### src/phase_current_preprocess_macros.svh
// assertion helpers used by phase_current_preprocess
// each one expects clk and rst_n in the enclosing module
`ifndef PHASE_CURRENT_PREPROCESS_MACROS_SVH
`define PHASE_CURRENT_PREPROCESS_MACROS_SVH

// same-cycle implication
`define PCP_ASSERT_SAME(lbl, ante, cons) \
    lbl: assert property (@(posedge clk) disable iff (!rst_n) (ante) |-> (cons)) \
        else $error("pcp check failed");

// next-cycle implication
`define PCP_ASSERT_NEXT(lbl, ante, cons) \
    lbl: assert property (@(posedge clk) disable iff (!rst_n) (ante) |=> (cons)) \
        else $error("pcp check failed");

`endif

### src/pcp_pkg.sv
package pcp_pkg;

    localparam int DUTY_W     = 17;
    localparam int DIST_W     = 17;
    localparam int MARGIN_W   = 16;
    localparam int LIMIT_W    = 15;
    localparam int CFG_IDX_W  = 3;
    localparam int CFG_DATA_W = 16;

    localparam logic [DUTY_W-1:0] DUTY_ONE = 17'd65536;

    // dropped phase codes
    localparam logic [1:0] DROP_NONE = 2'd0;
    localparam logic [1:0] DROP_A    = 2'd1;
    localparam logic [1:0] DROP_B    = 2'd2;
    localparam logic [1:0] DROP_C    = 2'd3;

    typedef struct packed {
        logic                en_recon;
        logic [1:0]          forced_drop;
        logic                en_auto;
        logic                en_cm;
        logic [MARGIN_W-1:0] margin;
        logic [LIMIT_W-1:0]  limit;
    } cfg_t;

    // per-word side information carried down the pipe
    typedef struct packed {
        logic [1:0] drop;
        logic       ok;
        logic       bad_inc;
        logic       forced_inc;
        logic       auto_inc;
    } item_info_t;

endpackage

### src/pcp_lane.sv
module pcp_lane #(
    parameter int CW = 16
) (
    input  logic signed [CW-1:0]                raw,
    input  logic [pcp_pkg::DUTY_W-1:0]          duty,
    input  logic [pcp_pkg::LIMIT_W-1:0]         limit,
    output logic [pcp_pkg::DIST_W-1:0]          rail_gap,
    output logic                                over
);
    import pcp_pkg::*;

    localparam int CMPW = ((CW > LIMIT_W) ? CW : LIMIT_W) + 1;

    logic [DIST_W-1:0]      hi;
    logic signed [CMPW-1:0] raw_x;
    logic signed [CMPW-1:0] lim_x;

    // distance to the upper rail, duties above 1.0 fold back; rail_gap is the nearer of it and zero
    assign hi = (duty <= DUTY_ONE) ? (DUTY_ONE - duty) : (duty - DUTY_ONE);
    assign rail_gap = (duty < hi) ? duty : hi;

    assign raw_x = CMPW'(raw);
    assign lim_x = signed'(CMPW'(limit));
    assign over  = (raw_x > lim_x) || (raw_x < -lim_x);

endmodule

### src/pcp_merge.sv
module pcp_merge #(
    parameter int CW = 16
) (
    input  pcp_pkg::cfg_t                 cfg,
    input  logic                          present,
    input  logic                          pwm_ok,
    input  logic signed [CW-1:0]          raw_a,
    input  logic signed [CW-1:0]          raw_b,
    input  logic signed [CW-1:0]          raw_c,
    input  logic [pcp_pkg::DIST_W-1:0]    dist_a,
    input  logic [pcp_pkg::DIST_W-1:0]    dist_b,
    input  logic [pcp_pkg::DIST_W-1:0]    dist_c,
    input  logic                          over_any,
    output logic signed [CW+1:0]          ph_a,
    output logic signed [CW+1:0]          ph_b,
    output logic signed [CW+1:0]          ph_c,
    output logic signed [CW+1:0]          sum,
    output pcp_pkg::item_info_t           info
);
    import pcp_pkg::*;

    localparam int PW = CW + 2;

    logic [DIST_W-1:0]    best;
    logic [1:0]           pick;
    logic                 auto_hit;
    logic [1:0]           drop;
    logic signed [PW-1:0] xa;
    logic signed [PW-1:0] xb;
    logic signed [PW-1:0] xc;

    always_comb
    begin
        // nearest rail wins, ties go to the earlier phase
        best = dist_a;
        pick = DROP_A;
        if (dist_b < best)
        begin
            best = dist_b;
            pick = DROP_B;
        end
        if (dist_c < best)
        begin
            best = dist_c;
            pick = DROP_C;
        end
        auto_hit = cfg.en_auto && pwm_ok && (best <= DIST_W'(cfg.margin));

        drop = DROP_NONE;
        if (present && cfg.en_recon)
        begin
            if (cfg.forced_drop != DROP_NONE)
                drop = cfg.forced_drop;
            else if (auto_hit)
                drop = pick;
        end

        xa = present ? PW'(raw_a) : '0;
        xb = present ? PW'(raw_b) : '0;
        xc = present ? PW'(raw_c) : '0;
        ph_a = xa;
        ph_b = xb;
        ph_c = xc;
        case (drop)
            DROP_A:  ph_a = -(xb + xc);
            DROP_B:  ph_b = -(xa + xc);
            DROP_C:  ph_c = -(xa + xb);
            default:
            begin
            end
        endcase
        sum = ph_a + ph_b + ph_c;

        info.drop       = drop;
        info.ok         = present && !over_any;
        info.bad_inc    = !(present && !over_any);
        info.forced_inc = present && cfg.en_recon && (cfg.forced_drop != DROP_NONE);
        info.auto_inc   = present && cfg.en_recon && (cfg.forced_drop == DROP_NONE)
                          && auto_hit;
    end

endmodule

### src/pcp_sat_lane.sv
module pcp_sat_lane #(
    parameter int CW = 16
) (
    input  logic signed [CW+1:0] ph,
    input  logic signed [CW:0]   cm,
    input  logic                 en_cm,
    output logic signed [CW-1:0] q
);
    localparam int DW = CW + 3;
    localparam logic signed [DW-1:0] HI = {{(DW-CW+1){1'b0}}, {(CW-1){1'b1}}};
    localparam logic signed [DW-1:0] LO = {{(DW-CW+1){1'b1}}, {(CW-1){1'b0}}};

    logic signed [DW-1:0] diff;

    assign diff = DW'(ph) - (en_cm ? DW'(cm) : DW'(0));

    always_comb
    begin
        if (diff > HI)
            q = HI[CW-1:0];
        else if (diff < LO)
            q = LO[CW-1:0];
        else
            q = diff[CW-1:0];
    end

endmodule

### src/phase_current_preprocess.sv
// channel   dir  tdata (low bit up)                              tuser
// s_*       in   raw_phase_a/b/c, gate_enabled, duty_a/b/c, pad   sample_present, pwm_known
// m_*       out  out_phase_a/b/c, dropped_phase, common_mode,     sample_ok
//                bad/forced/auto/drop_a/drop_b/drop_c totals, pad
// cfg_*     in   write enable, register index, write data         -
//
// one word per clock while the m side takes them, five register stages,
// so m_tvalid rises once a word accepted on the s side reaches the output
// register; the divide-by-three is done as a reciprocal multiply
// split into two partial products with a register after them
// rst_n clears the config registers to their defaults, all totals and the
// stage valids; a stalled m side backs the pipe up stage by stage
module phase_current_preprocess #(
    parameter int CURRENT_WIDTH = 16,
    parameter int COUNT_WIDTH   = 32,
    localparam int IN_USED  = 3 * CURRENT_WIDTH + 1 + 3 * pcp_pkg::DUTY_W,
    localparam int IN_DW    = ((IN_USED + 7) / 8) * 8,
    localparam int OUT_USED = 4 * CURRENT_WIDTH + 3 + 6 * COUNT_WIDTH,
    localparam int OUT_DW   = ((OUT_USED + 7) / 8) * 8
) (
    input  logic                              clk,
    input  logic                              rst_n,
    input  logic                              s_tvalid,
    output logic                              s_tready,
    // raw_phase_a, raw_phase_b, raw_phase_c, gate_enabled, duty_a, duty_b, duty_c
    input  logic [IN_DW-1:0]                  s_tdata,
    // sample_present, pwm_known
    input  logic [1:0]                        s_tuser,
    output logic                              m_tvalid,
    input  logic                              m_tready,
    // out_phase_a, out_phase_b, out_phase_c, dropped_phase, common_mode,
    // bad_sample_total, forced_drop_total, auto_drop_total,
    // drop_a_total, drop_b_total, drop_c_total
    output logic [OUT_DW-1:0]                 m_tdata,
    // sample_ok
    output logic [0:0]                        m_tuser,
    input  logic                              cfg_we,
    input  logic [pcp_pkg::CFG_IDX_W-1:0]     cfg_index,
    input  logic [pcp_pkg::CFG_DATA_W-1:0]    cfg_data
);
    import pcp_pkg::*;

    // register map
    localparam logic [CFG_IDX_W-1:0] REG_EN_RECON    = 3'd0;
    localparam logic [CFG_IDX_W-1:0] REG_FORCED_DROP = 3'd1;
    localparam logic [CFG_IDX_W-1:0] REG_EN_AUTO     = 3'd2;
    localparam logic [CFG_IDX_W-1:0] REG_EN_CM       = 3'd3;
    localparam logic [CFG_IDX_W-1:0] REG_MARGIN      = 3'd4;
    localparam logic [CFG_IDX_W-1:0] REG_LIMIT       = 3'd5;

    localparam logic [MARGIN_W-1:0] MARGIN_RST = 16'd3277;
    localparam logic [LIMIT_W-1:0]  LIMIT_RST  = 15'd20000;

    localparam int CW  = CURRENT_WIDTH;
    localparam int PW  = CW + 2;         // phase after rebuild
    localparam int SW  = CW + 2;         // phase sum
    localparam int NW  = CW + 1;         // |sum| + 1
    localparam int HW  = NW / 2;         // low split of the multiplier operand
    localparam int LW  = NW - HW;
    localparam int KW  = NW + 2;         // reciprocal precision
    localparam int PRW = NW + KW;
    localparam int CMW = CW + 1;

    localparam logic [KW-1:0] RECIP = KW'(((64'd1 << KW) + 64'd2) / 64'd3);

    // tdata field offsets
    localparam int OFF_B    = CW;
    localparam int OFF_C    = 2 * CW;
    localparam int OFF_GATE = 3 * CW;
    localparam int OFF_DA   = 3 * CW + 1;
    localparam int OFF_DB   = OFF_DA + DUTY_W;
    localparam int OFF_DC   = OFF_DB + DUTY_W;

    // configuration registers
    logic                en_recon_reg;
    logic [1:0]          forced_drop_reg;
    logic                en_auto_reg;
    logic                en_cm_reg;
    logic [MARGIN_W-1:0] margin_reg;
    logic [LIMIT_W-1:0]  limit_reg;
    cfg_t                cfg;

    always_ff @(posedge clk or negedge rst_n)
    begin
        if (!rst_n)
        begin
            en_recon_reg    <= 1'b1;
            forced_drop_reg <= DROP_NONE;
            en_auto_reg     <= 1'b1;
            en_cm_reg       <= 1'b1;
            margin_reg      <= MARGIN_RST;
            limit_reg       <= LIMIT_RST;
        end
        else if (cfg_we)
        begin
            case (cfg_index)
                REG_EN_RECON:    en_recon_reg    <= cfg_data[0];
                REG_FORCED_DROP: forced_drop_reg <= cfg_data[1:0];
                REG_EN_AUTO:     en_auto_reg     <= cfg_data[0];
                REG_EN_CM:       en_cm_reg       <= cfg_data[0];
                REG_MARGIN:      margin_reg      <= cfg_data[MARGIN_W-1:0];
                REG_LIMIT:       limit_reg       <= cfg_data[LIMIT_W-1:0];
                default:
                begin
                end
            endcase
        end
    end

    assign cfg.en_recon    = en_recon_reg;
    assign cfg.forced_drop = forced_drop_reg;
    assign cfg.en_auto     = en_auto_reg;
    assign cfg.en_cm       = en_cm_reg;
    assign cfg.margin      = margin_reg;
    assign cfg.limit       = limit_reg;

    // pipeline handshake: each stage takes a word when empty or draining
    logic s1_valid_reg;
    logic s2_valid_reg;
    logic s3_valid_reg;
    logic s4_valid_reg;
    logic out_valid_reg;
    logic rdy1;
    logic rdy2;
    logic rdy3;
    logic rdy4;
    logic rdy5;
    logic load1;
    logic load2;
    logic load3;
    logic load4;
    logic load5;

    assign rdy5  = !out_valid_reg || m_tready;
    assign rdy4  = !s4_valid_reg || rdy5;
    assign rdy3  = !s3_valid_reg || rdy4;
    assign rdy2  = !s2_valid_reg || rdy3;
    assign rdy1  = !s1_valid_reg || rdy2;
    assign load1 = s_tvalid && rdy1;
    assign load2 = s1_valid_reg && rdy2;
    assign load3 = s2_valid_reg && rdy3;
    assign load4 = s3_valid_reg && rdy4;
    assign load5 = s4_valid_reg && rdy5;

    assign s_tready = rdy1;
    assign m_tvalid = out_valid_reg;

    always_ff @(posedge clk or negedge rst_n)
    begin
        if (!rst_n)
        begin
            s1_valid_reg  <= 1'b0;
            s2_valid_reg  <= 1'b0;
            s3_valid_reg  <= 1'b0;
            s4_valid_reg  <= 1'b0;
            out_valid_reg <= 1'b0;
        end
        else
        begin
            if (rdy1)
                s1_valid_reg <= s_tvalid;
            if (rdy2)
                s2_valid_reg <= s1_valid_reg;
            if (rdy3)
                s3_valid_reg <= s2_valid_reg;
            if (rdy4)
                s4_valid_reg <= s3_valid_reg;
            if (rdy5)
                out_valid_reg <= s4_valid_reg;
        end
    end

    // input unpacking
    logic signed [CW-1:0] in_raw_a;
    logic signed [CW-1:0] in_raw_b;
    logic signed [CW-1:0] in_raw_c;
    logic [DUTY_W-1:0]    in_duty_a;
    logic [DUTY_W-1:0]    in_duty_b;
    logic [DUTY_W-1:0]    in_duty_c;

    assign in_raw_a  = s_tdata[0 +: CW];
    assign in_raw_b  = s_tdata[OFF_B +: CW];
    assign in_raw_c  = s_tdata[OFF_C +: CW];
    assign in_duty_a = s_tdata[OFF_DA +: DUTY_W];
    assign in_duty_b = s_tdata[OFF_DB +: DUTY_W];
    assign in_duty_c = s_tdata[OFF_DC +: DUTY_W];

    // stage 1: one lane per phase, rail distance and limit check
    logic [DIST_W-1:0] dist_a;
    logic [DIST_W-1:0] dist_b;
    logic [DIST_W-1:0] dist_c;
    logic              over_a;
    logic              over_b;
    logic              over_c;

    pcp_lane #(.CW(CW)) u_lane_a (
        .raw      (in_raw_a),
        .duty     (in_duty_a),
        .limit    (cfg.limit),
        .rail_gap (dist_a),
        .over     (over_a)
    );

    pcp_lane #(.CW(CW)) u_lane_b (
        .raw      (in_raw_b),
        .duty     (in_duty_b),
        .limit    (cfg.limit),
        .rail_gap (dist_b),
        .over     (over_b)
    );

    pcp_lane #(.CW(CW)) u_lane_c (
        .raw      (in_raw_c),
        .duty     (in_duty_c),
        .limit    (cfg.limit),
        .rail_gap (dist_c),
        .over     (over_c)
    );

    logic signed [CW-1:0] s1_raw_a_reg;
    logic signed [CW-1:0] s1_raw_b_reg;
    logic signed [CW-1:0] s1_raw_c_reg;
    logic [DIST_W-1:0]    s1_dist_a_reg;
    logic [DIST_W-1:0]    s1_dist_b_reg;
    logic [DIST_W-1:0]    s1_dist_c_reg;
    logic                 s1_over_reg;
    logic                 s1_present_reg;
    logic                 s1_pwm_ok_reg;

    always_ff @(posedge clk)
    begin
        if (load1)
        begin
            s1_raw_a_reg   <= in_raw_a;
            s1_raw_b_reg   <= in_raw_b;
            s1_raw_c_reg   <= in_raw_c;
            s1_dist_a_reg  <= dist_a;
            s1_dist_b_reg  <= dist_b;
            s1_dist_c_reg  <= dist_c;
            s1_over_reg    <= over_a || over_b || over_c;
            s1_present_reg <= s_tuser[0];
            // no auto drop without a known, gated previous command
            s1_pwm_ok_reg  <= s_tuser[1] && s_tdata[OFF_GATE];
        end
    end

    // stage 2: merge the lanes, pick the dropped phase and rebuild it
    logic signed [PW-1:0] mg_ph_a;
    logic signed [PW-1:0] mg_ph_b;
    logic signed [PW-1:0] mg_ph_c;
    logic signed [SW-1:0] mg_sum;
    item_info_t           mg_info;

    pcp_merge #(.CW(CW)) u_merge (
        .cfg      (cfg),
        .present  (s1_present_reg),
        .pwm_ok   (s1_pwm_ok_reg),
        .raw_a    (s1_raw_a_reg),
        .raw_b    (s1_raw_b_reg),
        .raw_c    (s1_raw_c_reg),
        .dist_a   (s1_dist_a_reg),
        .dist_b   (s1_dist_b_reg),
        .dist_c   (s1_dist_c_reg),
        .over_any (s1_over_reg),
        .ph_a     (mg_ph_a),
        .ph_b     (mg_ph_b),
        .ph_c     (mg_ph_c),
        .sum      (mg_sum),
        .info     (mg_info)
    );

    logic signed [PW-1:0] s2_ph_a_reg;
    logic signed [PW-1:0] s2_ph_b_reg;
    logic signed [PW-1:0] s2_ph_c_reg;
    logic signed [SW-1:0] s2_sum_reg;
    item_info_t           s2_info_reg;

    always_ff @(posedge clk)
    begin
        if (load2)
        begin
            s2_ph_a_reg <= mg_ph_a;
            s2_ph_b_reg <= mg_ph_b;
            s2_ph_c_reg <= mg_ph_c;
            s2_sum_reg  <= mg_sum;
            s2_info_reg <= mg_info;
        end
    end

    // stage 3: round(sum / 3) = sign * floor((|sum| + 1) / 3),
    // floor(n / 3) by reciprocal multiply, operand split into a low and a high part
    logic [SW-1:0]    sum_mag;
    logic [NW-1:0]    div_n;
    logic [HW+KW-1:0] pp_lo;
    logic [LW+KW-1:0] pp_hi;

    assign sum_mag = s2_sum_reg[SW-1] ? SW'(-s2_sum_reg) : SW'(s2_sum_reg);
    assign div_n   = sum_mag[NW-1:0] + NW'(1);
    assign pp_lo   = {{KW{1'b0}}, div_n[HW-1:0]} * {{HW{1'b0}}, RECIP};
    assign pp_hi   = {{KW{1'b0}}, div_n[NW-1:HW]} * {{LW{1'b0}}, RECIP};

    logic signed [PW-1:0] s3_ph_a_reg;
    logic signed [PW-1:0] s3_ph_b_reg;
    logic signed [PW-1:0] s3_ph_c_reg;
    logic [HW+KW-1:0]     s3_pp_lo_reg;
    logic [LW+KW-1:0]     s3_pp_hi_reg;
    logic                 s3_neg_reg;
    item_info_t           s3_info_reg;

    always_ff @(posedge clk)
    begin
        if (load3)
        begin
            s3_ph_a_reg  <= s2_ph_a_reg;
            s3_ph_b_reg  <= s2_ph_b_reg;
            s3_ph_c_reg  <= s2_ph_c_reg;
            s3_pp_lo_reg <= pp_lo;
            s3_pp_hi_reg <= pp_hi;
            s3_neg_reg   <= s2_sum_reg[SW-1];
            s3_info_reg  <= s2_info_reg;
        end
    end

    // stage 4: add the partial products and restore the sign
    logic [PRW-1:0]        prod;
    logic [NW-1:0]         quot;
    logic signed [CMW-1:0] cm;

    assign prod = (PRW'(s3_pp_hi_reg) << HW) + PRW'(s3_pp_lo_reg);
    assign quot = prod[PRW-1:KW];
    assign cm   = s3_neg_reg ? -signed'(CMW'(quot)) : signed'(CMW'(quot));

    logic signed [PW-1:0]  s4_ph_a_reg;
    logic signed [PW-1:0]  s4_ph_b_reg;
    logic signed [PW-1:0]  s4_ph_c_reg;
    logic signed [CMW-1:0] s4_cm_reg;
    item_info_t            s4_info_reg;

    always_ff @(posedge clk)
    begin
        if (load4)
        begin
            s4_ph_a_reg <= s3_ph_a_reg;
            s4_ph_b_reg <= s3_ph_b_reg;
            s4_ph_c_reg <= s3_ph_c_reg;
            s4_cm_reg   <= cm;
            s4_info_reg <= s3_info_reg;
        end
    end

    // stage 5: remove common mode when enabled and saturate, one lane per phase
    logic signed [CW-1:0] sat_a;
    logic signed [CW-1:0] sat_b;
    logic signed [CW-1:0] sat_c;

    pcp_sat_lane #(.CW(CW)) u_sat_a (
        .ph    (s4_ph_a_reg),
        .cm    (s4_cm_reg),
        .en_cm (cfg.en_cm),
        .q     (sat_a)
    );

    pcp_sat_lane #(.CW(CW)) u_sat_b (
        .ph    (s4_ph_b_reg),
        .cm    (s4_cm_reg),
        .en_cm (cfg.en_cm),
        .q     (sat_b)
    );

    pcp_sat_lane #(.CW(CW)) u_sat_c (
        .ph    (s4_ph_c_reg),
        .cm    (s4_cm_reg),
        .en_cm (cfg.en_cm),
        .q     (sat_c)
    );

    // output register; the totals live here and step as each word lands
    logic signed [CW-1:0]  out_a_reg;
    logic signed [CW-1:0]  out_b_reg;
    logic signed [CW-1:0]  out_c_reg;
    logic [1:0]            out_drop_reg;
    logic                  out_ok_reg;
    logic signed [CMW-1:0] out_cm_reg;
    logic [COUNT_WIDTH-1:0] bad_cnt_reg;
    logic [COUNT_WIDTH-1:0] forced_cnt_reg;
    logic [COUNT_WIDTH-1:0] auto_cnt_reg;
    logic [COUNT_WIDTH-1:0] drop_a_cnt_reg;
    logic [COUNT_WIDTH-1:0] drop_b_cnt_reg;
    logic [COUNT_WIDTH-1:0] drop_c_cnt_reg;

    always_ff @(posedge clk)
    begin
        if (load5)
        begin
            out_a_reg    <= sat_a;
            out_b_reg    <= sat_b;
            out_c_reg    <= sat_c;
            out_drop_reg <= s4_info_reg.drop;
            out_ok_reg   <= s4_info_reg.ok;
            out_cm_reg   <= s4_cm_reg;
        end
    end

    always_ff @(posedge clk or negedge rst_n)
    begin
        if (!rst_n)
        begin
            bad_cnt_reg    <= '0;
            forced_cnt_reg <= '0;
            auto_cnt_reg   <= '0;
            drop_a_cnt_reg <= '0;
            drop_b_cnt_reg <= '0;
            drop_c_cnt_reg <= '0;
        end
        else if (load5)
        begin
            if (s4_info_reg.bad_inc)
                bad_cnt_reg <= bad_cnt_reg + COUNT_WIDTH'(1);
            if (s4_info_reg.forced_inc)
                forced_cnt_reg <= forced_cnt_reg + COUNT_WIDTH'(1);
            if (s4_info_reg.auto_inc)
                auto_cnt_reg <= auto_cnt_reg + COUNT_WIDTH'(1);
            if (s4_info_reg.drop == DROP_A)
                drop_a_cnt_reg <= drop_a_cnt_reg + COUNT_WIDTH'(1);
            if (s4_info_reg.drop == DROP_B)
                drop_b_cnt_reg <= drop_b_cnt_reg + COUNT_WIDTH'(1);
            if (s4_info_reg.drop == DROP_C)
                drop_c_cnt_reg <= drop_c_cnt_reg + COUNT_WIDTH'(1);
        end
    end

    assign m_tdata = OUT_DW'({drop_c_cnt_reg, drop_b_cnt_reg, drop_a_cnt_reg,
                              auto_cnt_reg, forced_cnt_reg, bad_cnt_reg,
                              out_cm_reg, out_drop_reg,
                              out_c_reg, out_b_reg, out_a_reg});
    assign m_tuser = out_ok_reg;

    // checks
    `include "phase_current_preprocess_macros.svh"

    // a rebuilt phase makes the sum exactly zero
    `PCP_ASSERT_SAME(a_rebuilt_cm_zero, out_valid_reg && (out_drop_reg != DROP_NONE), out_cm_reg == '0)
    // totals only move when a word enters the output register
    `PCP_ASSERT_NEXT(a_totals_hold, !load5, $stable(bad_cnt_reg) && $stable(forced_cnt_reg) && $stable(auto_cnt_reg))
    // an auto drop never coincides with a forced one and always names a phase
    `PCP_ASSERT_SAME(a_auto_excl, s4_valid_reg && s4_info_reg.auto_inc, !s4_info_reg.forced_inc && (s4_info_reg.drop != DROP_NONE))

endmodule
### config.mk
export PLATFORM = sky130hd
export DESIGN_NAME = phase_current_preprocess
export DESIGN_NICKNAME = d
export VERILOG_FILES = /design/src/pcp_pkg.sv /design/src/pcp_lane.sv /design/src/pcp_merge.sv /design/src/pcp_sat_lane.sv /design/src/phase_current_preprocess.sv
export VERILOG_INCLUDE_DIRS = /design/src /design/src/src
export SDC_FILE = /design/constraint.sdc
export NUM_CORES = 2
export LEC_CHECK = 0
export BUFFER_PORTS_ARGS = -buffer_cell sky130_fd_sc_hd__buf_2
export CORE_ASPECT_RATIO = 1.5
export CORE_MARGIN = 1.5
export CORE_UTILIZATION = 66
export DETAILED_ROUTE_END_ITERATION = 16
export PLACE_DENSITY = 0.85
export RECOVER_POWER = 50
export SLEW_MARGIN = 10
export SYNTH_ARGS = -nofsm -noshare
export SYNTH_HDL_FRONTEND = slang
export SYNTH_SLANG_ARGS = --single-unit
export TNS_END_PERCENT = 50
### constraint.sdc
create_clock -name clk -period 26.2 [get_ports clk]
set_clock_uncertainty 0.1 [all_clocks]
set_input_delay 3.93 -clock clk [delete_from_list [all_inputs] [get_ports clk]]
set_output_delay 3.93 -clock clk [all_outputs]
set_load 0.01 [all_outputs]
Word-level counts from Yosys, hierarchy flattened:

Index checks and enable logic that the tools add are counted.

* register bits after elaboration: 672
* bits in latches: 0
* memory bits (writable): 0
* bits in read-only memories: 0
* memories kept: 0

* add/subtract/negate cells: 28
* multiply operators: 2
* divide/modulo/power cells: 0
* order comparisons: 21
* equality and inequality tests: 11
* shift operators: 0
* muxes and demuxes: 25
* bitwise gates (word level): 0
* reduce and logical (&&, ||, !) cells: 45

Operators with widths (number)
* $add A32 B1 Y32 const B: 6
* $mux W17: 10
* $mux W18: 6
* $add A18 B18 Y18: 5
* $lt A17 B17 Y1: 5
* $gt A19 B16 Y1 const B: 3
* $lt A19 B16 Y1 const B: 3
* $sub A18 B19 Y19: 3
* $neg A18 Y18: 3
* $le A17 B17 Y1 const B: 3
* $lt A16 B17 Y1: 3
* $sub A17 B17 Y17 const A: 3
* $sub A17 B17 Y17 const B: 3
* $gt A16 B16 Y1: 3
* $mux W16: 3
* $add A35 B26 Y36: 1
* $neg A17 Y17: 2
* $mul A9 B18 Y27 const B: 1
* $mul A8 B18 Y26 const B: 1
* $reduce_and A2 Y1: 12
* $mux W19: 1
* $add A17 B1 Y17 const B: 1
* $le A17 B16 Y1: 1
* $neg A15 Y17: 1
* other kinds (12): 49

Depth between registers and ports, before layout:

* depth after elaboration: 13
* gate-level depth with buffers: 44
* mapped depth without buffers: 40

By module:

A second synthesis with hierarchy kept.

* cell total of the unflattened synthesis: 4223
* area, all modules: 44732.9 um^2

By module, submodules not included
* phase_current_preprocess: times used 1, cells an instance 1940, area an instance 28163.3 um^2
* pcp_merge: times used 1, cells an instance 946, area an instance 6726.5 um^2
* pcp_lane (u_lane_a ...): times used 2, cells an instance 260, area an instance 1994.4 um^2
* pcp_sat_lane: times used 3, cells an instance 186, area an instance 1286.2 um^2
* pcp_lane (u_lane_c): times used 1, cells an instance 259, area an instance 1995.7 um^2

Worst setup path before layout:

No wires, ideal clock.

* path type: reg-to-reg
* start point: register s1_dist_b_reg[12]
* end point: register s2_sum_reg[17] (data pin)
* arrival time: 9.706 ns
* setup slack: 16.126 ns
* stages on the path, launching flop included: 42
* period minus slack after synthesis: 10.074 ns
* cells stage by stage: edfxtp_1 -> ha_1 -> nand2_1 -> nor3_1 -> and3_1 -> a211o_1 -> clkbuf_1 -> clkbuf_1 -> mux2i_1 -> ha_1 -> a211oi_1 -> o21bai_1 -> a21o_1 -> a2111oi_0 -> o22ai_1 -> nor2_4 -> clkbuf_1 -> mux2i_1 -> [... 6 more ...] -> o41ai_2 -> nand3_2 -> buf_1 -> mux2i_1 -> fa_1 -> inv_1 -> ha_1 -> fa_1 -> a21oi_1 -> nor2_1 -> o21a_1 -> o211ai_1 -> nand4_1 -> o211ai_1 -> o21ai_0 -> a21o_1 -> a21oi_1 -> xnor3_1

* longest elaborated chain between the ends: 13

RTL lines
* start, declared: line phase_current_preprocess.sv:224 `logic [DIST_W-1:0] s1_dist_b_reg;`
* start signal, assigned: line phase_current_preprocess.sv:238 `s1_dist_b_reg <= dist_b;`
* $lt A17 B17 Y1: line pcp_merge.sv:37 `if (dist_b < best)`
* $mux W17: line pcp_merge.sv:37
* $lt A17 B17 Y1: line pcp_merge.sv:42 `if (dist_c < best)`
* $mux W17: line pcp_merge.sv:42
* $le A17 B16 Y1: line pcp_merge.sv:47 `auto_hit = cfg.en_auto && pwm_ok && (best <= DIST_W'(cfg.margin));`
* $logic_and A1 B1 Y1: line pcp_merge.sv:47
* $mux W2 (*): line pcp_merge.sv:54 `else if (auto_hit)`
* $mux W2 (*): line pcp_merge.sv:52 `if (cfg.forced_drop != DROP_NONE)`
* $mux W2 (*): line pcp_merge.sv:50 `if (present && cfg.en_recon)`
* $eq A2 B1 Y1 / $eq A2 B2 Y1 (equally long branches): line pcp_merge.sv:64 `case (drop)`
* $mux W18: line pcp_merge.sv:64
* $add A18 B18 Y18: line pcp_merge.sv:72 `sum = ph_a + ph_b + ph_c;`
* $add A18 B18 Y18 (*): line pcp_merge.sv:72
* via mg_sum[17]: line phase_current_preprocess.sv:251 `logic signed [SW-1:0] mg_sum;`
* end signal, assigned: line phase_current_preprocess.sv:285 `s2_sum_reg <= mg_sum;`
* end, declared: line phase_current_preprocess.sv:275 `logic signed [SW-1:0] s2_sum_reg;`

Mark *: on every way through the listed nets, which the timed path passes. The rest lies on a longest branch.
A chain may end at the register's enable or synchronous reset.

Worst setup path after layout:

* start point: register s1_dist_a_reg[8]
* end point: register s2_sum_reg[17] (data pin)

RTL lines
* start, declared: line phase_current_preprocess.sv:223 `logic [DIST_W-1:0] s1_dist_a_reg;`
* start signal, assigned: line phase_current_preprocess.sv:237 `s1_dist_a_reg <= dist_a;`
* $lt A17 B17 Y1: line pcp_merge.sv:37
* $mux W17: line pcp_merge.sv:37
* $lt A17 B17 Y1: line pcp_merge.sv:42
* $mux W17: line pcp_merge.sv:42
* $le A17 B16 Y1: line pcp_merge.sv:47
* $logic_and A1 B1 Y1: line pcp_merge.sv:47
* $mux W2 (*): line pcp_merge.sv:54
* $mux W2 (*): line pcp_merge.sv:52
* $mux W2 (*): line pcp_merge.sv:50
* $eq A2 B2 Y1 (*): line pcp_merge.sv:64
* $mux W18 (*): line pcp_merge.sv:64
* via mg_ph_c[0]: line phase_current_preprocess.sv:250 `logic signed [PW-1:0] mg_ph_c;`
* $add A18 B18 Y18 (*): line pcp_merge.sv:72
* via mg_sum[17]: line phase_current_preprocess.sv:251

Marks and branches as above.

==> results list <==
- The flow ran to the end, but the final reports show violations.
- Violations in the final reports: capacitance limit, slew limit
- In this run the worst path has a maximum fanout of 27.
- The floorplan step set the die width to 209.7 um.
* Die height: 313.0 um
- After global routing the overflow that remains totals 0.
- Finish-stage setup viols: 0
- The portion of synthesized area spent on multiplexers is 2.323%.
- CTS saw 664 sinks.
* Netlist area before placement: 0.04229 mm^2
- Among all flip-flop cells after synthesis, the most frequent one is sky130_fd_sc_hd__edfxtp_1.
- Worst hold path class: reg2reg
* Number of standard-cell rows in the floorplan: 113
* Top cell by count, worst path: sky130_fd_sc_hd__ha_1
- Worst setup timing slack at the placement stage: 15390 ps
* Total length of routed wires: 97840 um
- GR Util met3: 3.627%
- CTS root buf: sky130_fd_sc_hd__clkbuf_16
- H-tree depth: 2
- Mean cell area of the mapped netlist: 10.92 um^2
- After legalization and detailed placement, the total HPWL measured 75670 um.
- Area of the core: 0.06334 mm^2
- At the worst endpoint, the arrival time is 11550 ps.
* Share of the clock period used by the worst path: 43.01%
* Cell type with the highest aggregate area in the netlist: sky130_fd_sc_hd__edfxtp_1
- Summing the areas of all and, or, nand and nor instances in the mapped netlist gives 12.73% of the synthesized area.
- Share of post-route cells with drive strength above 1: 12.12%
- Worst slew margin relative to its limit: -336.3%
- CP endpoint kind: register
- For this block, the via count after detailed routing is 30720.
- Setup WS post-layout: 14930 ps
- During synthesis, Yosys emitted a total of 0 warnings.
* Hold-fix buffer count after cts: 0
* Startpoint type of the worst setup path: register
- Entering global routing, the biggest net connects 121 pins.
* First-pass GRT wire length: 155400 um
* Ports: 397
- The initial utilization of the core area, before any placement, comes to 66.76%.
- Die Area: 0.06563 mm^2
- Area share of the largest cell type after synthesis: 30.61%
* Worst EP required: 26480 ps
- TritonCTS built the clock tree.
* Setup bufs post-CTS: 0
- Setup TNS Final: 0 ps
- In the global route stage, overall resource usage came out at 29.68%.
* Number of vias per cell after detailed routing: 5.973
* Clk Latency, worst-skew pair: 650 ps
- GR Layer Usage met1: 33.09%
- Compound-Gate Fraction of Synth Area: 10.49%
- Final routed DRC violation total: 0
- The worst setup path is of the reg2reg kind.
- NumNets Final: 4957
- Drt wl/cell: 19.02 um
- Layer with the highest usage after global routing: met2
* Clock-pin slew on the worst setup and hold paths: 70 ps
- Synthesis inferred 664 register bits.
* Buffers on Ports: 387
- Final count of hold timing violations: 0
- Gates resized during post-CTS repair numbered 0.
- Fraction of synthesized cell area in xor and xnor cells: 9.326%
* Slowest stage cell, crit path: sky130_fd_sc_hd__a211o_1
* Count of flip-flops with a built-in enable after synthesis: 431
- Residual antenna-violating net count after detailed routing: 0
- Via count of the first global-routing pass: 30840
* Synthesized instance count: 3872
- Unrepaired setup endpoints after global routing: false
* Most area-consuming cells after synthesis: sky130_fd_sc_hd__edfxtp_1 (31%), sky130_fd_sc_hd__ha_1 (14%), sky130_fd_sc_hd__dfrtp_1 (13%)
- The congestion estimate from routability-driven global placement came to 0.9456.
- Met2 capacity usage during global routing: 54.85%
- Buffer depth of the longest clock path: 3
* Sequential area share after synthesis: 44.44%
- From synthesis to final layout, the design area changed by 11.58%.
- First-iteration detailed-routing DRC count: 1903
* Fillcell total: 4325
- At the pin with the least slew margin, the transition time is 6544 ps.
- Number of antenna violations at the first check in global routing: 6
- Final slew viol count: 567
- For this run, asynchronously set or reset flops after synthesis account for 35.09%.
* Dominant combinational cell family by area after synthesis: adder cells
- Max-cap violations in this run came to 8.
* Synth unique cells: 101
- Drt pass-1 iters: 5
- Based on the critical path, the design can be clocked at up to 88.75 MHz.
- Buffers inserted during clock tree synthesis total 60.
- The synthesized netlist devotes 17.37% of its cell area to adder and majority cells.
- Subtracting the final worst setup slack from the clock period gives 11270 ps.
- In this design, the stage delay of the slowest critical-path cell is 680 ps.
## routing by layer
layer	part of all wire, %	vias up
li1	-	14690
met1	37	14810
met2	52	910
met3	4.4	312
met4	5.9	0
met5	0	-
## cells in the final DEF (no fill, tap or decap), types with 21 or more instances in the layout
master and count:
sky130_fd_sc_hd__ha_1 479, sky130_fd_sc_hd__mux2i_1 61, sky130_fd_sc_hd__nand2b_1 48, sky130_fd_sc_hd__xnor2_1 297, sky130_fd_sc_hd__and2_1 37, sky130_fd_sc_hd__nor2_1 198, sky130_fd_sc_hd__and3_1 64, sky130_fd_sc_hd__o31ai_1 29
sky130_fd_sc_hd__fa_1 67, sky130_fd_sc_hd__a31oi_1 24, sky130_fd_sc_hd__nand2_1 313, sky130_fd_sc_hd__or3_1 37, sky130_fd_sc_hd__nand3_1 119, sky130_fd_sc_hd__edfxtp_1 431, sky130_fd_sc_hd__dfrtp_1 218, sky130_fd_sc_hd__nor3_1 57
sky130_fd_sc_hd__xor2_1 148, sky130_fd_sc_hd__mux2_2 31, sky130_fd_sc_hd__a21o_1 63, sky130_fd_sc_hd__nor2b_1 47, sky130_fd_sc_hd__o21a_1 71, sky130_fd_sc_hd__buf_2 333, sky130_fd_sc_hd__clkbuf_1 70, sky130_fd_sc_hd__a211oi_1 21
sky130_fd_sc_hd__clkbuf_16 62, sky130_fd_sc_hd__inv_1 301, sky130_fd_sc_hd__o21ai_0 165, sky130_fd_sc_hd__nand4_1 49, sky130_fd_sc_hd__a21oi_1 165
## per-stage QoR
| stage | cell area, um^2 | util (%) | hold slack [ps] | cells |
|---|---|---|---|---|
| finish | 47190 | 74.49 | 307.9 | 5144 |
| global route | 47190 | 74.49 | 312.3 | 5144 |
| CTS | 47300 | 74.68 | 307.1 | 5138 |
| detailed placement | 45140 | 71.26 | 304.5 | 5024 |
| global placement | 45140 | 71.26 | 301.0 | 5024 |
| floorplan | 42310 | - | 300.3 | 3879 |
## worst paths after layout
path	from	endpoint	slack, ps	cells after the start
max reg2reg	s1_dist_a_reg[8]	s2_sum_reg[17]	14930	39
min	s2_ph_a_reg[12]	s3_ph_a_reg[12]	310	0
min in group asynchronous	rst_n	drop_c_cnt_reg[14]	5590	1
max in group asynchronous	rst_n	limit_reg[3]	15190	2
min reg2reg	s2_ph_a_reg[12]	s3_ph_a_reg[12]	310	0
max	s1_dist_a_reg[8]	s2_sum_reg[17]	14930	39
## critical path: cells and delay by family, from the launching register on
kind                     cells  cell delay [ps]
AO/OA/AOI/OAI               21             5220
adder cells (fa/ha/maj)      6             2040
AND/OR/NAND/NOR              7             1580
multiplexers                 2              850
buffers and inverters        2              400
flip-flops                   1              390
XOR/XNOR                     1              380
## synth_stat cells (8+ instances only)
master / number
sky130_fd_sc_hd__clkbuf_1: 49
sky130_fd_sc_hd__xor2_1: 148
sky130_fd_sc_hd__nand2_1: 313
sky130_fd_sc_hd__and2_1: 45
sky130_fd_sc_hd__inv_1: 301
sky130_fd_sc_hd__nor2b_1: 47
sky130_fd_sc_hd__mux2i_1: 61
sky130_fd_sc_hd__fa_1: 67
sky130_fd_sc_hd__nor3_1: 58
sky130_fd_sc_hd__edfxtp_1: 431
sky130_fd_sc_hd__or2_2: 10
sky130_fd_sc_hd__nor4_1: 16
sky130_fd_sc_hd__o31ai_1: 30
sky130_fd_sc_hd__o21bai_1: 19
sky130_fd_sc_hd__o211ai_1: 15
sky130_fd_sc_hd__and4_1: 16
sky130_fd_sc_hd__nand4b_1: 8
sky130_fd_sc_hd__nor2_1: 197
sky130_fd_sc_hd__a211oi_1: 21
sky130_fd_sc_hd__ha_1: 479
sky130_fd_sc_hd__mux2_2: 33
sky130_fd_sc_hd__o31a_1: 9
sky130_fd_sc_hd__o21ai_0: 161
sky130_fd_sc_hd__nand2b_1: 48
sky130_fd_sc_hd__nand4_1: 49
sky130_fd_sc_hd__a21o_1: 63
sky130_fd_sc_hd__xnor2_1: 297
sky130_fd_sc_hd__or3_1: 37
sky130_fd_sc_hd__o21a_1: 71
sky130_fd_sc_hd__or4_1: 12
sky130_fd_sc_hd__and3_1: 64
sky130_fd_sc_hd__a211o_1: 9
sky130_fd_sc_hd__a21oi_1: 165
sky130_fd_sc_hd__a31oi_1: 24
sky130_fd_sc_hd__o22ai_1: 8
sky130_fd_sc_hd__o21ai_1: 9
sky130_fd_sc_hd__dfstp_2: 15
sky130_fd_sc_hd__dfrtp_1: 218
sky130_fd_sc_hd__a21boi_0: 9
sky130_fd_sc_hd__nand3_1: 119
## area by class of cell
class	count	area [um^2]	area share, %
multi-input combinational	2851	22120	46.88
timing repair buffer	403	1959	4.153
tap	805	1007	2.135
antenna	6	15.01	0.03182
clock buffer	77	1678	3.556
sequential	664	18790	39.83
clock inverter	37	484.2	1.026
inverter	301	1130	2.394
## logic make-up (layout without fill, tap and decap cells)
group           after synthesis  after routing
buf+inv                     364            818
xor+xnor                    447            447
flops                       664            664
other cells                   1             14
fa+ha+maj                   547            547
mux                          94             94
simple gates               1073           1073
compound gates              682            682
Power is not shown: default switching activity piles up to over one toggle a cycle in this logic, so the estimate is an artifact.
